`src/rtl/core/pid_pkg.sv`:
```
// Shared types, constants and helper functions for the personal ID validator.
// No dependencies; every rtl/core module refers into this package by scoped names.
package pid_pkg;

   // Input and binary-to-decimal conversion geometry
   localparam int PID_IN_W       = 34;
   localparam int PID_STEP       = 6;                       // shift-add-3 steps per stage
   localparam int PID_BCD_STAGES = 6;
   localparam int PID_BIN_W      = PID_STEP * PID_BCD_STAGES; // zero-padded binary width
   localparam int PID_BCD_DIGITS = 11;                      // enough for 2^34 - 1
   localparam int PID_BCD_W      = 4 * PID_BCD_DIGITS;
   localparam int PID_ID_DIGITS  = 10;
   localparam int PID_WSUM_W     = 9;                       // max weighted sum 486

   // Weights for digits one to nine of the check sum
   localparam int PID_NUM_WEIGHTS = 9;
   localparam logic [3:0] PID_WEIGHT [0:PID_NUM_WEIGHTS-1] =
      '{4'd2, 4'd4, 4'd8, 4'd5, 4'd10, 4'd9, 4'd7, 4'd3, 4'd6};

   // Modulo 11 by reciprocal: q = (x * 373) >> 12, exact for x <= 486
   localparam int PID_MOD        = 11;
   localparam int PID_MOD_RECIP  = 373;
   localparam int PID_MOD_SHIFT  = 12;
   localparam int PID_MOD_PROD_W = 18;
   localparam int PID_QUOT_W     = PID_MOD_PROD_W - PID_MOD_SHIFT;
   localparam logic [3:0] PID_CHK_WRAP = 4'd10;             // remainder ten maps to zero

   // Month encoding and centuries
   localparam logic [6:0]  PID_MONTH_2000S = 7'd40;
   localparam logic [6:0]  PID_MONTH_1800S = 7'd20;
   localparam logic [11:0] PID_BASE_2000   = 12'd2000;
   localparam logic [11:0] PID_BASE_1800   = 12'd1800;
   localparam logic [11:0] PID_BASE_1900   = 12'd1900;
   localparam logic [5:0]  PID_MONTH_FEB   = 6'd2;
   localparam logic [5:0]  PID_MONTH_DEC   = 6'd12;

   typedef struct packed {
      logic [PID_BIN_W-1:0] bin;
      logic [PID_BCD_W-1:0] bcd;
   } pid_conv_type;

   typedef struct packed {
      logic [6:0]            year2;
      logic [6:0]            month_raw;
      logic [6:0]            day;
      logic [PID_WSUM_W-1:0] wsum;
      logic [3:0]            chk;
      logic                  female;
   } pid_dec_type;

   typedef struct packed {
      logic [6:0]            day;
      logic [5:0]            month;
      logic [11:0]           year;
      logic                  leap;
      logic [PID_WSUM_W-1:0] wsum;
      logic [PID_QUOT_W-1:0] quot;
      logic [3:0]            chk;
      logic                  female;
   } pid_cen_type;

   typedef struct packed {
      logic        valid_res;
      logic [6:0]  day;
      logic [5:0]  month;
      logic [11:0] year;
      logic        female;
   } pid_res_type;

   // Days in a month; zero for a month code outside one to twelve
   function automatic logic [4:0] pid_max_day(input logic [5:0] month, input logic leap);
      logic [4:0] days;
      case (month) inside
         6'd1, 6'd3, 6'd5, 6'd7, 6'd8, 6'd10, 6'd12: days = 5'd31;
         6'd4, 6'd6, 6'd9, 6'd11:                    days = 5'd30;
         PID_MONTH_FEB:                              days = leap ? 5'd29 : 5'd28;
         default:                                    days = 5'd0;
      endcase
      return days;
   endfunction

endpackage

```
`src/rtl/core/pid_bcd_stage.sv`:
```
// One slice of the binary-to-decimal converter: PID_STEP shift-add-3 steps, registered.
// Depends on pid_pkg.
module pid_bcd_stage (
   input  logic                  clock,
   input  logic                  reset,
   input  logic                  up_valid,
   input  pid_pkg::pid_conv_type up_data,
   output logic                  up_ready,
   output logic                  down_valid,
   output pid_pkg::pid_conv_type down_data,
   input  logic                  down_ready
);

   logic                  valid_ff;
   pid_pkg::pid_conv_type data_ff;
   pid_pkg::pid_conv_type data_in;

   // Consume the top PID_STEP bits of the binary word into the BCD digits
   always_comb begin
      logic [pid_pkg::PID_BIN_W-1:0] b;
      logic [pid_pkg::PID_BCD_W-1:0] c;
      b = up_data.bin;
      c = up_data.bcd;
      for (int s = 0; s < pid_pkg::PID_STEP; s++) begin
         for (int j = 0; j < pid_pkg::PID_BCD_DIGITS; j++) begin
            if (c[4*j +: 4] >= 4'd5) begin
               c[4*j +: 4] = c[4*j +: 4] + 4'd3;
            end
         end
         c = {c[pid_pkg::PID_BCD_W-2:0], b[pid_pkg::PID_BIN_W-1]};
         b = {b[pid_pkg::PID_BIN_W-2:0], 1'b0};
      end
      data_in.bin = b;
      data_in.bcd = c;
   end

   assign up_ready = !valid_ff || down_ready;

   always_ff @(posedge clock) begin
      if (reset) begin
         valid_ff <= 1'b0;
      end else if (up_ready) begin
         valid_ff <= up_valid;
      end
   end

   always_ff @(posedge clock) begin
      if (up_ready && up_valid) begin
         data_ff <= data_in;
      end
   end

   assign down_valid = valid_ff;
   assign down_data  = data_ff;

endmodule

```
`src/rtl/core/pid_decode.sv`:
```
// Digit decode stage: two-digit year, raw month, day, weighted check sum, check digit, sex bit.
// Depends on pid_pkg.
module pid_decode (
   input  logic                  clock,
   input  logic                  reset,
   input  logic                  up_valid,
   input  pid_pkg::pid_conv_type up_data,
   output logic                  up_ready,
   output logic                  down_valid,
   output pid_pkg::pid_dec_type  down_data,
   input  logic                  down_ready
);

   logic                 valid_ff;
   pid_pkg::pid_dec_type data_ff;
   pid_pkg::pid_dec_type data_in;

   always_comb begin
      logic [3:0]                     d [0:pid_pkg::PID_ID_DIGITS-1];
      logic [pid_pkg::PID_WSUM_W-1:0] sum;
      // Digit one is the most significant of the low ten; the eleventh is dropped
      for (int i = 0; i < pid_pkg::PID_ID_DIGITS; i++) begin
         d[i] = up_data.bcd[4*(pid_pkg::PID_ID_DIGITS-1-i) +: 4];
      end
      sum = '0;
      for (int i = 0; i < pid_pkg::PID_NUM_WEIGHTS; i++) begin
         sum = sum + pid_pkg::PID_WSUM_W'(d[i]) *
                     pid_pkg::PID_WSUM_W'(pid_pkg::PID_WEIGHT[i]);
      end
      data_in.year2     = 7'(d[0]) * 7'd10 + 7'(d[1]);
      data_in.month_raw = 7'(d[2]) * 7'd10 + 7'(d[3]);
      data_in.day       = 7'(d[4]) * 7'd10 + 7'(d[5]);
      data_in.wsum      = sum;
      data_in.chk       = d[9];
      data_in.female    = d[8][0];
   end

   assign up_ready = !valid_ff || down_ready;

   always_ff @(posedge clock) begin
      if (reset) begin
         valid_ff <= 1'b0;
      end else if (up_ready) begin
         valid_ff <= up_valid;
      end
   end

   always_ff @(posedge clock) begin
      if (up_ready && up_valid) begin
         data_ff <= data_in;
      end
   end

   assign down_valid = valid_ff;
   assign down_data  = data_ff;

endmodule

```
`src/rtl/core/pid_century.sv`:
```
// Century stage: strip the month offset, build the full year and leap flag,
// and form the modulo-11 quotient by reciprocal multiply. Depends on pid_pkg.
module pid_century (
   input  logic                 clock,
   input  logic                 reset,
   input  logic                 up_valid,
   input  pid_pkg::pid_dec_type up_data,
   output logic                 up_ready,
   output logic                 down_valid,
   output pid_pkg::pid_cen_type down_data,
   input  logic                 down_ready
);

   logic                 valid_ff;
   pid_pkg::pid_cen_type data_ff;
   pid_pkg::pid_cen_type data_in;

   always_comb begin
      logic [6:0]                         month_adj;
      logic [11:0]                        base;
      logic                               is_2000s;
      logic [pid_pkg::PID_MOD_PROD_W-1:0] prod;
      is_2000s = up_data.month_raw > pid_pkg::PID_MONTH_2000S;
      if (is_2000s) begin
         month_adj = up_data.month_raw - pid_pkg::PID_MONTH_2000S;
         base      = pid_pkg::PID_BASE_2000;
      end else if (up_data.month_raw > pid_pkg::PID_MONTH_1800S) begin
         month_adj = up_data.month_raw - pid_pkg::PID_MONTH_1800S;
         base      = pid_pkg::PID_BASE_1800;
      end else begin
         month_adj = up_data.month_raw;
         base      = pid_pkg::PID_BASE_1900;
      end
      prod = pid_pkg::PID_MOD_PROD_W'(up_data.wsum) *
             pid_pkg::PID_MOD_PROD_W'(pid_pkg::PID_MOD_RECIP);

      data_in.day    = up_data.day;
      data_in.month  = month_adj[5:0];
      data_in.year   = base + 12'(up_data.year2);
      // Every century base is a multiple of four; of the century years only 2000 is leap
      data_in.leap   = (up_data.year2[1:0] == 2'd0) && ((up_data.year2 != 7'd0) || is_2000s);
      data_in.wsum   = up_data.wsum;
      data_in.quot   = prod[pid_pkg::PID_MOD_PROD_W-1:pid_pkg::PID_MOD_SHIFT];
      data_in.chk    = up_data.chk;
      data_in.female = up_data.female;
   end

   assign up_ready = !valid_ff || down_ready;

   always_ff @(posedge clock) begin
      if (reset) begin
         valid_ff <= 1'b0;
      end else if (up_ready) begin
         valid_ff <= up_valid;
      end
   end

   always_ff @(posedge clock) begin
      if (up_ready && up_valid) begin
         data_ff <= data_in;
      end
   end

   assign down_valid = valid_ff;
   assign down_data  = data_ff;

endmodule

```
`src/rtl/core/pid_verdict.sv`:
```
// Final stage and output register: check digit remainder, day range, validity.
// Depends on pid_pkg.
module pid_verdict (
   input  logic                 clock,
   input  logic                 reset,
   input  logic                 up_valid,
   input  pid_pkg::pid_cen_type up_data,
   output logic                 up_ready,
   output logic                 down_valid,
   output pid_pkg::pid_res_type down_data,
   input  logic                 down_ready
);

   logic                 valid_ff;
   pid_pkg::pid_res_type data_ff;
   pid_pkg::pid_res_type data_in;

   always_comb begin
      logic [pid_pkg::PID_WSUM_W-1:0] q11;
      logic [pid_pkg::PID_WSUM_W-1:0] rem_full;
      logic [3:0]                     chk_calc;
      logic [4:0]                     max_day;
      logic                           month_ok;
      q11      = pid_pkg::PID_WSUM_W'(up_data.quot) * pid_pkg::PID_WSUM_W'(pid_pkg::PID_MOD);
      rem_full = up_data.wsum - q11;
      chk_calc = (rem_full[3:0] == pid_pkg::PID_CHK_WRAP) ? 4'd0 : rem_full[3:0];
      max_day  = pid_pkg::pid_max_day(up_data.month, up_data.leap);
      month_ok = (up_data.month != 6'd0) && (up_data.month <= pid_pkg::PID_MONTH_DEC);

      data_in.valid_res = month_ok && (up_data.day != 7'd0) &&
                          (up_data.day <= 7'(max_day)) && (up_data.chk == chk_calc);
      data_in.day       = up_data.day;
      data_in.month     = up_data.month;
      data_in.year      = up_data.year;
      data_in.female    = up_data.female;
   end

   assign up_ready = !valid_ff || down_ready;

   always_ff @(posedge clock) begin
      if (reset) begin
         valid_ff <= 1'b0;
      end else if (up_ready) begin
         valid_ff <= up_valid;
      end
   end

   always_ff @(posedge clock) begin
      if (up_ready && up_valid) begin
         data_ff <= data_in;
      end
   end

   assign down_valid = valid_ff;
   assign down_data  = data_ff;

endmodule

```
`src/rtl/core/personal_id_validator_unit.sv`:
```
// Top level of the personal ID validator: converter stages, decode, century, verdict.
// Depends on pid_pkg, pid_bcd_stage, pid_decode, pid_century and pid_verdict.
//
//   channel   direction  handshake             payload
//   req_      in         req_valid/req_stall   req_id_number[33:0]
//   rsp_      out        rsp_valid/rsp_stall   rsp_valid_res, rsp_birth_day[6:0],
//                                              rsp_birth_month[5:0], rsp_birth_year[11:0],
//                                              rsp_is_female
//
// One item enters per cycle while req_stall is low; each result passes through the six
// converter stages, then the decode, century and verdict stages.
// The six converter stages run the shift-add-3 binary-to-decimal split, six steps a stage.
// Synchronous reset clears the valid bit of every stage; payload registers are not reset.
// Each stage holds while it is full and the next one is held; empty stages keep filling,
// so a stall on rsp_ squeezes out bubbles and reaches req_stall only once all are full.
module personal_id_validator_unit (
   input  logic                           clock,
   input  logic                           reset,
   input  logic                           req_valid,
   output logic                           req_stall,
   input  logic [pid_pkg::PID_IN_W-1:0]   req_id_number,
   output logic                           rsp_valid,
   input  logic                           rsp_stall,
   output logic                           rsp_valid_res,
   output logic [6:0]                     rsp_birth_day,
   output logic [5:0]                     rsp_birth_month,
   output logic [11:0]                    rsp_birth_year,
   output logic                           rsp_is_female
);

   // Converter chain links; link zero is the incoming item
   logic                  conv_valid [0:pid_pkg::PID_BCD_STAGES];
   logic                  conv_ready [0:pid_pkg::PID_BCD_STAGES];
   pid_pkg::pid_conv_type conv_data  [0:pid_pkg::PID_BCD_STAGES];

   logic                  dec_valid;
   logic                  dec_ready;
   pid_pkg::pid_dec_type  dec_data;

   logic                  cen_valid;
   logic                  cen_ready;
   pid_pkg::pid_cen_type  cen_data;

   pid_pkg::pid_res_type  res_data;

   // Pad the number with leading zeros and start with an empty digit field
   assign conv_valid[0]    = req_valid;
   assign conv_data[0].bin = pid_pkg::PID_BIN_W'(req_id_number);
   assign conv_data[0].bcd = '0;
   assign req_stall        = !conv_ready[0];

   for (genvar g = 0; g < pid_pkg::PID_BCD_STAGES; g++) begin : g_conv
      pid_bcd_stage u_stage (
         .clock      (clock),
         .reset      (reset),
         .up_valid   (conv_valid[g]),
         .up_data    (conv_data[g]),
         .up_ready   (conv_ready[g]),
         .down_valid (conv_valid[g+1]),
         .down_data  (conv_data[g+1]),
         .down_ready (conv_ready[g+1])
      );
   end

   // Split the low ten decimal digits into fields and the weighted sum; drop the eleventh
   pid_decode u_decode (
      .clock      (clock),
      .reset      (reset),
      .up_valid   (conv_valid[pid_pkg::PID_BCD_STAGES]),
      .up_data    (conv_data[pid_pkg::PID_BCD_STAGES]),
      .up_ready   (conv_ready[pid_pkg::PID_BCD_STAGES]),
      .down_valid (dec_valid),
      .down_data  (dec_data),
      .down_ready (dec_ready)
   );

   // Remove the century offset from the month and form the mod-11 quotient
   pid_century u_century (
      .clock      (clock),
      .reset      (reset),
      .up_valid   (dec_valid),
      .up_data    (dec_data),
      .up_ready   (dec_ready),
      .down_valid (cen_valid),
      .down_data  (cen_data),
      .down_ready (cen_ready)
   );

   // Judge date and check digit; this register drives the rsp_ ports directly
   pid_verdict u_verdict (
      .clock      (clock),
      .reset      (reset),
      .up_valid   (cen_valid),
      .up_data    (cen_data),
      .up_ready   (cen_ready),
      .down_valid (rsp_valid),
      .down_data  (res_data),
      .down_ready (!rsp_stall)
   );

   assign rsp_valid_res   = res_data.valid_res;
   assign rsp_birth_day   = res_data.day;
   assign rsp_birth_month = res_data.month;
   assign rsp_birth_year  = res_data.year;
   assign rsp_is_female   = res_data.female;

endmodule

```
`config.mk`:
```
export PLATFORM = sky130hd
export DESIGN_NAME = personal_id_validator_unit
export DESIGN_NICKNAME = d
export VERILOG_FILES = /design/src/rtl/core/pid_pkg.sv /design/src/rtl/core/pid_bcd_stage.sv /design/src/rtl/core/pid_decode.sv /design/src/rtl/core/pid_century.sv /design/src/rtl/core/pid_verdict.sv /design/src/rtl/core/personal_id_validator_unit.sv
export SDC_FILE = /design/constraint.sdc
export NUM_CORES = 1
export LEC_CHECK = 0
export BUFFER_PORTS_ARGS = -buffer_cell sky130_fd_sc_hd__buf_2
export CAP_MARGIN = 20
export CORE_ASPECT_RATIO = 2
export CORE_MARGIN = 10
export CORE_UTILIZATION = 35
export CTS_CLUSTER_DIAMETER = 150
export DETAILED_ROUTE_END_ITERATION = 16
export SLEW_MARGIN = 20
export SYNTH_ARGS = -nofsm -noshare
export SYNTH_HDL_FRONTEND = slang
export SYNTH_SLANG_ARGS = --single-unit
```
`constraint.sdc`:
```
create_clock -name clock -period 6.45 [get_ports clock]
set_clock_uncertainty 0.15 [all_clocks]
set_input_delay 0.9675 -clock clock [delete_from_list [all_inputs] [get_ports clock]]
set_output_delay 0.9675 -clock clock [all_outputs]
set_load 0.01 [all_outputs]
```
After elaboration in Yosys (flattened, before gate mapping)

Index checks and enable logic that the tools add are counted.

ROM bits: 0
Bits in registers: 422
Latch bits: 0
Memory bits (writable): 0
Bits of input ports: 38
Output and inout bits: 29
Word-level logic and storage cells: 1041
Memories: 0

Mux-type cells: 311
Bitwise operators: 0
$lt $le $gt $ge: 306
Shifts and indexed selects: 0
Add/sub/neg operators: 317
Equal/unequal tests: 14
Multipliers: 11
Reductions and logical operators: 41
Div/mod/pow operators: 0

Operators with widths:

| cell                   | number |
|---|---|
| $ge A4 B3 Y1 const B   | 291 |
| $mux W4                | 282 |
| $add A4 B2 Y4 const B  | 273 |
| $mux W3                | 19 |
| $add A3 B2 Y3 const B  | 18 |
| $eq A6 B4 Y1 const B   | 5 |
| $add A1 B2 Y3 const B  | 9 |
| $add A9 B7 Y9          | 3 |
| $ge A1 B3 Y1 const B   | 9 |
| $eq A6 B3 Y1 const B   | 4 |
| $add A7 B4 Y7          | 3 |
| $mul A4 B3 Y7 const B  | 3 |
| $add A9 B8 Y9          | 2 |
| $mul A4 B3 Y6 const B  | 3 |
| $mul A9 B9 Y18 const B | 1 |
| $mux W5                | 3 |
| $logic_and A1 B1 Y1    | 14 |
| $reduce_bool A7 Y1     | 2 |
| $add A12 B7 Y12        | 1 |
| $eq A6 B2 Y1 const B   | 2 |
| $mul A4 B2 Y6 const B  | 2 |
| $mux W12               | 1 |
| $mux W6                | 2 |
| $logic_not A1 Y1       | 11 |
| other kinds (24)       | 37 |

Logic depth before layout (Yosys ltp)

Depth after elaboration: 12
Gate-level depth with buffers: 28
Gate-level depth less buffers: 27

Modules after synthesis

From an unflattened synthesis, not the netlist that was laid out.

Cell total of the unflattened synthesis: 8320
Area, all modules: 70764.1 µm²

Modules (own cells, without submodules):

| module                     | instances | cells an instance | area an instance (µm²) | sequential area each (µm²) |
|---|---|---|---|---|
| pid_bcd_stage              | 6         | 1276              | 10408.7                | 2242.2 |
| pid_decode                 | 1         | 300               | 3597.2                 | 1071.0 |
| pid_century                | 1         | 260               | 3303.2                 | 1401.3 |
| pid_verdict                | 1         | 101               | 1400.1                 | 830.8 |
| personal_id_validator_unit | 1         | 3                 | 11.3                   | 0.0 |

Worst setup path before layout

OpenSTA, ideal clock, no wires.

Path kind: flip-flop to flip-flop
From: register g_conv[5].u_stage.data_ff, in the netlist g_conv[5].u_stage.down_data[28]
To: register u_decode.data_ff, in the netlist u_decode.down_data[13] (data pin)
Cell stages (with the launch flop): 22
Data required time: 6.041 ns
Path slack: 0.195 ns
Library setup time: 0.259 ns
Clock period less this slack: 6.255 ns
Data arrival time: 5.846 ns
Path buffers: 0
Path through: edfxtp_1 -> fa_1 -> ha_1 -> fa_1 -> inv_1 -> fa_1 -> inv_1 -> fa_1 -> inv_1 -> fa_1 -> inv_1 -> fa_1 -> inv_1 -> fa_1 -> fa_1 -> inv_1 -> ha_1 -> a21o_1 -> a21oi_1 -> o21bai_1 -> a21oi_1 -> xnor2_1

RTL lines:

| element                  | line                | source |
|---|---|---|
| start: declaration       | pid_bcd_stage.sv:15 | `pid_pkg::pid_conv_type data_ff;` |
| start signal: assignment | pid_bcd_stage.sv:49 | `data_ff <= data_in;` |
| end signal: assignment   | pid_decode.sv:50    | `data_ff <= data_in;` |
| end: declaration         | pid_decode.sv:15    | `pid_pkg::pid_dec_type data_ff;` |

==> flow_summary.ini <==
[global_route]
grt_pass1_wl_um = 132600
grt_max_degree = 44
gr-total-overflow = 0
antenna_found_initial = 0
grt_pass1_vias = 29250
grt.total_usage = 0.1277

[critical_path]
arrival_ns = 6.35
crit_path_start_kind = flip-flop
path_class = flip-flop to flip-flop
r2r-end = u_decode.down_data[13]
worstPathRequired_ns = 6.62
endpoint_kind = flip-flop
crit_fanout = 2
rr_startpoint = g_conv[5].u_stage.down_data[38]
ff2ff_path_depth = 21
reg2reg_slack_ns = 0.28

[cells_and_area]
antenna_cells = 0
fin_nets = 4510
drive_gt1_frac = 0.1212
area_growth_pct = 8.687

[die]
fp.coreArea_sq_um = 103600
ios = 67
start_util = 0.3529
die_w_um = 248.6
dieArea_sq_um = 118600
die_h_um = 477.1
num_rows = 167

[sta]
slew_violations = 0
setup_tns_ns = 0
setup_viol = 0
worst_pin_slew_ns = 1.041
relSlewSlack = 0.3046
finalHoldViolations = 0
fmax_mhz = 162.0
period_needed_ns = 6.173
timing.final.crit_share = 0.9570
rsz0062_at_grt = false

[logic_synthesis]
yosys.area.top_type = edfxtp_1
syn_area_sq_um = 36570
synth_flop_cell = edfxtp_1
netlist.area_leader.share = 0.2759
synth_top_cells_by_area = edfxtp_1 28%, ha_1 9.6%, fa_1 4.2%
ys_ff_latch = 345
seq_area_frac_synth = 0.2808
synth_cell_types = 154
netlist_instances = 4079
yosysWarnings = 0
synth_edf_count = 336
async_flop_share = 0
avgSynthCellArea_sq_um = 8.965
syn_nets = 4473

[clock_tree]
cts_tree = built
htree_levels = 2
clock_sinks = 345
clk_pin_slew_ns = 0.07
clock_path_buffers = 3
cts_hold_buf = 0
cts_root_buf = clkbuf_16
cts-buffers-inserted = 40
clk_latency_ns = 0.60

[drt]
vias = 29780
first_iter_violations = 1037
drc = 0
wl_per_cell_um = 14.33
drt-pass1-iter-count = 5
drtAntennaViolNets = 0
routed_via_density = 5.421
finalWirelength_um = 78740

[min_path]
hold_class = flip-flop to flip-flop
hold_start = u_decode.down_data[1]
hold_end = u_century.down_data[1]
min_path_cells = 0

[flow_run]
drv_cap = 0

[placed_design]
io_buffers = 66
place_congestion = 0.8638
dp_hpwl_um = 63320

[run_status]
outcome = finished clean
metrics by stage:
step           setup WS, ns  std cells  hold WS, ns  instance area (sq um)    util
5_1_grt             0.02247       5494       0.2681                  39750  0.3835
3_5_place_dp       -0.06989       5421       0.2545                  38390  0.3704
2_1_floorplan        0.1946       4079       0.2503                  36570       -
6_report             0.2771       5494       0.2621                  39750  0.3835
4_1_cts             0.05819       5489       0.2620                  39660  0.3827
3_3_place_gp       -0.08782       5421       0.2509                  38390  0.3704
layer usage:
layer  wire length [um]  vias to the layer above  share of wire  global-route usage
li1                   -                    15200              -                   -
met1              27140                    14170           0.34              0.1115
met2              47580                      293           0.60              0.2801
met3               1622                      123          0.021             0.01412
met4               2394                        0          0.030             0.04570
met5                  0                        -              0                   0
area by class of cell:
cell class,count,area [sq um]
inverter,367,1378
clock inverter,24,250.2
timing repair buffer,96,588.1
tap,1352,1692
clock buffer,44,1016
multi-input combinational,3266,24550
fill,10450,63890
sequential,345,10270
sequential cells by signal, summed over array words and instances, names as in the netlist:
name	cells
g_conv.u_stage.down_valid	6
g_conv.u_stage.down_data	235
u_century.down_valid	1
u_century.down_data	39
u_verdict.down_data	27
u_verdict.down_valid	1
u_decode.down_data	35
u_decode.down_valid	1
worst max-delay path: stages (launching register included):
cell and delay (ns):
edfxtp_1 0.42, fa_1 0.49, ha_2 0.20, fa_1 0.52
inv_2 0.06, fa_1 0.47, inv_1 0.05, fa_1 0.47
inv_1 0.05, fa_1 0.49, inv_2 0.04, fa_1 0.53
inv_1 0.05, fa_1 0.46, fa_1 0.55, inv_2 0.05
ha_4 0.20, a21o_1 0.18, a21oi_2 0.17, o21bai_1 0.09
a21oi_1 0.16, xnor2_1 0.07
synthesized netlist by cell type, drive strengths merged (25+ instances only):
master and number:
nand3 89, a211o 29, and3 29, mux2i 107, fa 76, xor2 46, nor3 85, o31ai 25
a221oi 29, nand2 356, a31oi 56, o21bai 31, xnor2 124, buf 37, o211ai 59, or2 42
a21oi 295, mux2 68, a211oi 79, inv 366, nand2b 79, and2 49, o21a 51, nor2 300
ha 280, or3 39, edfxtp 336, nor2b 53, o21ai 304, o22ai 44, a21o 57, clkbuf 63
cells in the final DEF (no fill, tap or decap), drive strengths merged, types with 24 or more instances in the layout:
| cell | instances |
|---|---|
| a211o | 29 |
| a211oi | 79 |
| a21boi | 24 |
| a21o | 57 |
| a21oi | 295 |
| a221oi | 29 |
| a31oi | 56 |
| and2 | 49 |
| and3 | 29 |
| buf | 96 |
| clkbuf | 44 |
| edfxtp | 336 |
| fa | 76 |
| ha | 280 |
| inv | 371 |
| mux2 | 68 |
| mux2i | 107 |
| nand2 | 356 |
| nand2b | 79 |
| nand3 | 89 |
| nor2 | 300 |
| nor2b | 53 |
| nor3 | 85 |
| o211ai | 59 |
| o21a | 51 |
| o21ai | 304 |
| o21bai | 31 |
| o22ai | 44 |
| o31ai | 25 |
| or2 | 42 |
| or3 | 39 |
| xnor2 | 124 |
| xor2 | 46 |
how the worst max path moves through the flow:
stage	cells after the start	startpoint	to	slack, ns
floorplan	21	g_conv[5].u_stage.down_data[28]	u_decode.down_data[13]	0.19
global placement	21	g_conv[5].u_stage.down_data[28]	u_decode.down_data[13]	-0.09
detailed placement	21	g_conv[5].u_stage.down_data[28]	u_decode.down_data[13]	-0.07
CTS	21	g_conv[5].u_stage.down_data[28]	u_decode.down_data[13]	0.06
global route	21	g_conv[5].u_stage.down_data[38]	u_decode.down_data[13]	0.02
finish	21	g_conv[5].u_stage.down_data[38]	u_decode.down_data[13]	0.28
repair_timing:
action                                  4_1_cts  5_1_grt
endpoints found under the setup margin        1        1
setup buffers                                 0        3
pin swaps                                     1       14
resized for setup                             1        5
logic make-up after synthesis:
logic type               Yosys count  synth area share
adder cells (fa/ha/maj)          357            0.1377
multiplexers                     175           0.05344
AO/OA/AOI/OAI                   1335            0.2643
AND/OR/NAND/NOR                 1226            0.1663
buffers and inverters            468           0.05053
flip-flops                       345            0.2808
XOR/XNOR                         173           0.04684
Power is left out: the tool's default activity adds up to more than one toggle a clock period on the data nets, which glitch-free logic cannot reach.
